[config.mk]
export PLATFORM = sky130hd
export DESIGN_NAME = tdp_div
export DESIGN_NICKNAME = d
export VERILOG_FILES = /design/src/rtl/tdp_pkg.sv /design/src/rtl/tdp_div.sv
export SDC_FILE = /design/constraint.sdc
export NUM_CORES = 1
export LEC_CHECK = 0
export BUFFER_PORTS_ARGS = -buffer_cell sky130_fd_sc_hd__buf_2
export CORE_UTILIZATION = 30
export DETAILED_ROUTE_END_ITERATION = 8
export PLACE_DENSITY_LB_ADDON = 0.12
export SYNTH_ARGS = -nofsm -noshare
export SYNTH_HDL_FRONTEND = slang
export SYNTH_SLANG_ARGS = --single-unit
[constraint.sdc]
create_clock -name clk -period 4.1 [get_ports clk]
set_input_delay 1.23 -clock clk [delete_from_list [all_inputs] [get_ports clk]]
set_output_delay 1.23 -clock clk [all_outputs]
set_load 0.01 [all_outputs]
[src/rtl/tdp_pkg.sv]
`timescale 1ns / 1ps
`default_nettype none

package tdp_pkg;

  localparam int DATA_WIDTH = 32;
  localparam int CNT_W      = $clog2(DATA_WIDTH);

  typedef struct packed {
    logic                  busy;
    logic                  done;
    logic [DATA_WIDTH-1:0] quo;
    logic [DATA_WIDTH-1:0] rem;
  } div_stat_t;

endpackage

`default_nettype wire

[src/rtl/tdp_div.sv]
`timescale 1ns / 1ps
`default_nettype none

module tdp_div import tdp_pkg::*; (
  input  wire logic                  clk,
  input  wire logic                  rst,
  input  wire logic                  start,
  input  wire logic [DATA_WIDTH-1:0] dividend,
  input  wire logic [DATA_WIDTH-1:0] divisor,
  output div_stat_t                  stat
);

  logic                  busy;
  logic                  done;
  logic [CNT_W-1:0]      count;
  logic [DATA_WIDTH-1:0] dvd;
  logic [DATA_WIDTH-1:0] dsr;
  logic [DATA_WIDTH-1:0] quo;
  logic [DATA_WIDTH-1:0] rem;
  logic [DATA_WIDTH:0]   trial;
  logic [DATA_WIDTH:0]   diff;
  logic                  fits;

  assign trial = {rem, dvd[DATA_WIDTH-1]};
  assign diff  = trial - {1'b0, dsr};
  assign fits  = trial >= {1'b0, dsr};

  always_ff @(posedge clk) begin
    if (rst) begin
      busy  <= 1'b0;
      done  <= 1'b0;
      count <= '0;
    end else begin
      done <= 1'b0;
      if (start) begin
        busy  <= 1'b1;
        count <= '0;
      end else if (busy) begin
        count <= count + 1'b1;
        if (count == CNT_W'(DATA_WIDTH - 1)) begin
          busy <= 1'b0;
          done <= 1'b1;
        end
      end
    end
  end

  always_ff @(posedge clk) begin
    if (start) begin
      dvd <= dividend;
      dsr <= divisor;
      quo <= '0;
      rem <= '0;
    end else if (busy) begin
      // shift in one dividend bit, subtract when it fits
      dvd <= {dvd[DATA_WIDTH-2:0], 1'b0};
      quo <= {quo[DATA_WIDTH-2:0], fits};
      rem <= fits ? diff[DATA_WIDTH-1:0] : trial[DATA_WIDTH-1:0];
    end
  end

  assign stat.busy = busy;
  assign stat.done = done;
  assign stat.quo  = quo;
  assign stat.rem  = rem;

endmodule

`default_nettype wire

==> metrics.md, run 1 <==
| Metric | Value |
|---|---|
| Outcome | finished clean |
| Synthesis-to-layout area growth | 19.73% |
| Final wirelength | 18,200 um |
| Slew @ Worst Pin | 0.8527 ns |
| Hold Fails Final Rpt | 0 |
| Inst Count DP | 1,108 |
| GR Overflow Total | 0 |
| CP bufs+invs | 1 |
| Die ar. | 24,980 um^2 |
| Initial Util | between 30% and 40% |
| Worst R2R End | rem[17] |
| Via count | 5,533 |
| Type of origin of the critical path | register |
| Clock transition at path regs | 0.06 ns |
| Final net count | slightly above 900 |
| Non-Filler Instances | 1,141 |
| Mapped Nets | slightly below 800 |
| Wirelength per Cell | 15.95 um |
| CP max stage delay | roughly 0.60 ns |
| CP arrival | roughly 3.7 ns |
| Vias per inst | 4.849 |
| Starting DRC count in detailed routing | roughly 230 |
| Synthesized cell area | approximately 7300 um^2 |
| Worst Hold Endpoint | rem[18] |
| Gpl congestion | 0.8737 |
| Worst slew margin | 43.15% |
| Top_reg_cell synth | dfxtp_1 |
| Pin count of the biggest net entering global routing | 65 |
| Register area share after synthesis | 45.76% |
| CTS Buffer Depth | 2 |
| Fin crit share | around 82% |
| Worst VDD drop | 211.1 uV |
| Final slew viol count | 0 |
| Syn Inst Count | 688 |
| Ys Warns | 0 |
| #FFs+latches synth | 135 |
| Unrepaired setup endpoints after global routing | false |
| Antenna viol nets, final | 0 |
| Post-CTS Setup Repair Bufs | 0 |
| CORE AREA | 23,680 um^2 |
| Setup CP Type | register to register |
| Row count | 56 |
| EDFF count, synth | 64 |
| Die width | 158.1 um |
| Final Critical Period | 3.365 ns |
| Post-cts sizing count | 0 |
| Tot Pwr | 0.003723 W |
| CP Data Required Time | 4.42 ns |
| Post-CTS Hold Fix Bufs | 0 |
| Hold path depth | 2 |
| Slowest library cell on the worst path | a2111oi_0 |
| DR pass1 iterations | 5 |
| Mapped Avg Cell Area | 10.62 um^2 |
| Layout cells sized above 1 | 27.65% |
| HP Class | register to register |
| Crit end category | register |
| Netlist cell types | 75 |
| TritonCTS sink count | roughly 140 |
| CTS tree | built |
| I/O Pins | 133 |
| Final setup viols | 0 |
| Worst Clk Skew | about 0.012 ns |
| GRT Util Overall | roughly 15% |
| Post-synth top area cell | edfxtp_1 |
| Delay-heaviest family, CP | compound AO/OA/AOI/OAI gates |
| Crit path cell chain | ha_1 -> o21ai_0 -> o21ai_1 -> a2111oi_0 -> and4_1 -> o21ai_2 -> o311a_1 -> buf_4 -> mux2i_1 -> a211oi_1 |
| FF-to-FF setup slack | between 0.7 and 0.8 ns |
| Initial antenna violation count | 1 |
| First-pass GRT wire length | approximately 29,000 um |
| H-tree depth | 4 |
| Port-buffer cells | 132 |
| Die Span Y | 158.1 um |
| Clk_lat worst skew | 0.42 ns |
| F_max | 0.2972 GHz |
| Top cells by area, synth | edfxtp_1 (26%), dfxtp_1 (19%), mux2i_1 (7.9%) |
| Worst hold start | rem[18] |
| Setup TNS | 0 ns |
| Vias in the first global route | 5,500 |
| Number of max-cap violations | 0 |
| Async S/R FF share, synth | 0% |
| Crit Path Max Fanout | 14 |
| Cell area power density | around 430 nW/um^2 |
| Instance count on the critical path | 10 |
| CTS Buf Count | 17 |
| Share of Yosys cell area claimed by the top area cell type | 26.31% |
| Root buffer cell | clkbuf_16 |
| Worst r2r src | rem[26] |
| R2R depth | 10 |
| Hpwl dp | 13,410 um |
| Residual DRC | 0 |
| Leak | roughly 3.8 nW |
==> cell type report <==
type                    instances  area (um^2)
fillers                      2423        14940
multi-input cells             471         3521
flip-flops and latches        135         3347
repair buffers                141        730.7
clock buffers                  18        450.4
well taps                     319        399.1
inverters                      42        157.7
clock inverters                14        138.9
diodes                          1        2.502
==> where the power goes <==
part           switching, W  total, W  internal [W]
registers         0.0000476   0.00155       0.00150
logic              0.000354  0.000618      0.000263
clock network      0.000703   0.00155      0.000852
total               0.00110   0.00372       0.00262
==> flip-flops by register name, indices dropped and copies added (netlist names) <==
name,cells
dvd,32
quo,32
done,1
rem,32
busy,1
count,5
dsr,32
==> per-stage QoR <==
stage               setup slack [ns]  util [%]  cell area [um^2]  hold slack [ns]
floorplan                      1.507         -              7306           0.4675
global placement              0.7951     34.44              8155           0.4716
detailed placement            0.7340     34.44              8155           0.4951
CTS                           0.6857     36.92              8745           0.5032
global route                  0.4186     36.92              8745           0.5326
finish                        0.7354     36.93              8747           0.5013
==> logic make-up after synthesis <==
logic type | synth area share [%]
AND/OR/NAND/NOR | 11.06
AO/OA/AOI/OAI | 14.64
flip-flops | 45.76
multiplexers | 13.03
buffers and inverters | 6.046
adder cells (fa/ha/maj) | 6.097
XOR/XNOR | 3.357
==> cells in the mapped netlist, types with 4 or more instances <==
library cell   n
a211oi_1      24
xor2_1        16
a41oi_1        7
clkbuf_8       5
dfxtp_1       71
nor2b_1        6
nor3b_1        7
mux2i_1       58
and3_1         5
nor2_1        78
mux2_2        33
inv_1         42
buf_1          4
nand3_1        8
clkbuf_1      15
buf_4          4
buf_2          4
xnor2_1       12
edfxtp_1      64
ha_1          34
a21oi_1       31
o21ai_1        7
nand4_1       10
nand2_1       25
a21o_1        15
a31oi_1        7
and2_1         7
o21ai_0       21
==> worst register-to-register path, cell delays in order (launching register included) <==
cell       delay (ns)
dfxtp_1          0.34
ha_1             0.36
o21ai_0          0.34
o21ai_1          0.13
a2111oi_0        0.60
and4_1           0.30
o21ai_2          0.08
o311a_1          0.36
buf_4            0.33
mux2i_1          0.15
a211oi_1         0.26
==> worst max-delay path by stage <==
stage                       start       to
after CTS                 rem[24]  rem[17]
final                     rem[26]  rem[17]
after global routing      dsr[22]  rem[24]
after floorplan             start   dvd[0]
after detailed placement  rem[24]  rem[24]
after global placement    rem[24]  rem[24]
==> layout by cell type (no fill, tap or decap), drive strengths merged, types with 6 or more instances in the layout <==
cell type | netlist | final
nand2 | 25 | 25
nor2 | 79 | 79
a41oi | 7 | 7
a211oi | 26 | 26
xor2 | 16 | 16
buf | 17 | 141
nor3b | 7 | 7
and2 | 7 | 7
a21oi | 32 | 32
dfxtp | 71 | 71
ha | 34 | 34
a31oi | 8 | 8
clkbuf | 22 | 18
a21o | 15 | 15
mux2i | 58 | 58
edfxtp | 64 | 64
o21ai | 30 | 30
mux2 | 33 | 33
inv | 42 | 54
nand4 | 11 | 11
nor2b | 6 | 6
nand3 | 8 | 8
xnor2 | 12 | 12
and3 | 7 | 7
==> routing by layer <==
metal / up-vias / global-route usage, % / share of wire [%]
met5: - / 0 / 0
met4: 0 / 4.487 / 1.3
met3: 14 / 4.791 / 7.0
met2: 141 / 24.38 / 46
met1: 2624 / 18.93 / 46
li1: 2754 / - / -
Power figures use the tool's default switching activity.
==> run 2: changes to the inputs <==
- clock period: 4.1 -> 3.42 ns (I/O delays scaled with it)
==> run 2 against run 1 <==
Total power increased by 22%. Combinational power increased by 19%. Wire length decreased by 1.7%. Worst hold slack got worse by 0.014 ns. Final area increased by 0.73%. Critical path depth increased by 1. Highest routed layer is now met5. Via count increased by 0.38%. Final cell count increased by 0.18%. Register-to-register slack got worse by 0.48 ns. Global-route usage decreased by 0.15 points. Sequential power increased by 20%. Clock power increased by 25%. Largest cell class unchanged.
==> metrics.md, run 2 (synthesis results as in run 1) <==
| Metric | Value |
|---|---|
| CORE AREA | 23,680 um^2 |
| Post-cts sizing count | 0 |
| CTS Buffer Depth | 2 |
| GR Overflow Total | 0 |
| Antenna viol nets, final | 0 |
| Die Span Y | 158.1 um |
| CP arrival | about 3.4 ns |
| CTS tree | built |
| Int Pwr | ~0.0032 W |
| Hold Fails Final Rpt | 0 |
| Crit end category | register |
| Clock transition at path regs | around 0.070 ns |
| Root buffer cell | clkbuf_16 |
| Worst VDD drop | 233.1 uV |
| Slowest library cell on the worst path | nor4_1 |
| Type of origin of the critical path | register |
| Sequential share of power | roughly 41% |
| CTS Buf Count | 17 |
| Residual DRC | 0 |
| Starting DRC count in detailed routing | 237 |
| Final slew viol count | 0 |
| NetSw | 0.001298 W |
| Inst Count DP | 1,109 |
| Number of max-cap violations | 0 |
| Synthesis-to-layout area growth | 20.60% |
| Slew @ Worst Pin | 0.7788 ns |
| Final setup viols | 0 |
| Vias in the first global route | 5,620 |
| TritonCTS sink count | about 140 |
| F_max | 0.3161 GHz |
| Final wirelength | 17,890 um |
| Layout cells sized above 1 | 27.74% |
| Final Critical Period | 3.164 ns |
| Delay-heaviest family, CP | simple AND/OR/NAND/NOR gates |
| Worst slew margin | around 48% |
| Non-Filler Instances | around 1,100 |
| Fin crit share | between 90 and 100% |
| Worst hold slack | 0.4878 ns |
| Worst Clk Skew | ~0.011 ns |
| Outcome | finished clean |
| Die width | 158.1 um |
| First-pass GRT wire length | 28,850 um |
| Hpwl dp | 13,160 um |
| Setup TNS | 0 ns |
| Via count | 5,554 |
| Crit path cell chain | inv_1 -> ha_1 -> nand4_2 -> nor4_1 -> nand4_1 -> and4_1 -> o21ai_2 -> o311a_1 -> buf_4 -> mux2i_1 -> a211oi_1 |
| Unrepaired setup endpoints after global routing | false |
| Clk_lat worst skew | 0.42 ns |
| Initial antenna violation count | 3 |
| Clk pwr share | 42.6% |
| Port-buffer cells | roughly 130 |
| CP Data Required Time | between 3 and 4 ns |
| H-tree depth | 4 |
| FF-to-FF setup slack | 0.26 ns |
| Gpl congestion | 0.8872 |
| Most common cell after layout, fill and taps aside | buf_2 |
| CP max stage delay | 0.51 ns |
| I/O Pins | 133 |
| Fill cell count | 2,463 |
| Cell area power density | just over 500 nW/um^2 |
| Initial Util | 30.85% |
| Combinational share of power | 16.2% |
| Post-CTS Setup Repair Bufs | 0 |
| Vias per inst | slightly below 5 |
| Pin count of the biggest net entering global routing | 58 |
| Crit Path Max Fanout | 9 |
| Post-CTS Hold Fix Bufs | 0 |
| Wirelength per Cell | 15.65 um |
| CP bufs+invs | 2 |
| Setup CP Type | register to register |
| GRT Util Overall | 14.86% |
| Die ar. | 24,980 um^2 |
| Row count | 56 |
| Commonest non-fill, non-tap cells in the layout | buf_2 (131), nor2_1 (78), dfxtp_1 (70), edfxtp_1 (64), mux2i_1 (58) |
| Worst setup margin | approximately 0.26 ns |
| Placement Setup Slack | 0.2364 ns |
| Leak | 3.822 nW |
| DR pass1 iterations | 5 |
| Final net count | 911 |
| Switch share | around 29% |
| HP Class | register to register |
==> run 2: cell type report <==
class | count | area [um^2] | area share (%)
inverters | 42 | 157.7 | 1.789
clock buffers | 20 | 500.5 | 5.680
well taps | 319 | 399.1 | 4.530
multi-input cells | 471 | 3521 | 39.96
repair buffers | 142 | 750.7 | 8.520
clock inverters | 12 | 130.1 | 1.477
diodes | 2 | 5.005 | 0.05680
flip-flops and latches | 135 | 3347 | 37.99
==> run 2: metrics by stage <==
stage	instance area, um^2	total power (W)	utilization (%)
floorplan	7306	0.002443	-
global placement	8175	0.002631	34.52
detailed placement	8175	0.002639	34.52
CTS	8806	0.004608	37.18
global route	8806	0.004750	37.18
finish	8811	0.004528	37.20
==> run 2: worst paths after layout <==
check	start	end	cells past startpoint
max	dsr[5]	rem[2]	11
min	quo[0]	quo[0]	2
max reg2reg	dsr[5]	rem[2]	11
min reg2reg	quo[0]	quo[0]	2
==> run 2: worst reg2reg max path, delay by kind of cell (launching register included) <==
| family | cells | cell delay, ns |
|---|---|---|
| AOI/OAI and AO/OA | 3 | 0.63 |
| DFF | 1 | 0.32 |
| muxes | 1 | 0.23 |
| and+or+nand+nor | 4 | 1.07 |
| buffers and inverters | 2 | 0.34 |
| adders and majority gates | 1 | 0.43 |
==> run 2: power by group through the flow <==
| stage | combinational [W] | sequential [W] | clock [W] |
|---|---|---|---|
| 4_1_cts | 0.000741 | 0.00187 | 0.00200 |
| 3_5_place_dp | 0.000738 | 0.00190 | 0 |
| 5_1_grt | 0.000820 | 0.00188 | 0.00205 |
| 3_3_place_gp | 0.000734 | 0.00190 | 0 |
| 2_1_floorplan | 0.000558 | 0.00189 | 0 |
| 6_report | 0.000734 | 0.00186 | 0.00193 |
==> run 2: metal layers <==
layer / track usage [%] / share of wire (%)
met1: 18.21 / 45
met2: 24.02 / 46
met3: 5.201 / 7.2
met4: 5.311 / 1.9
met5: 0 / 0.045
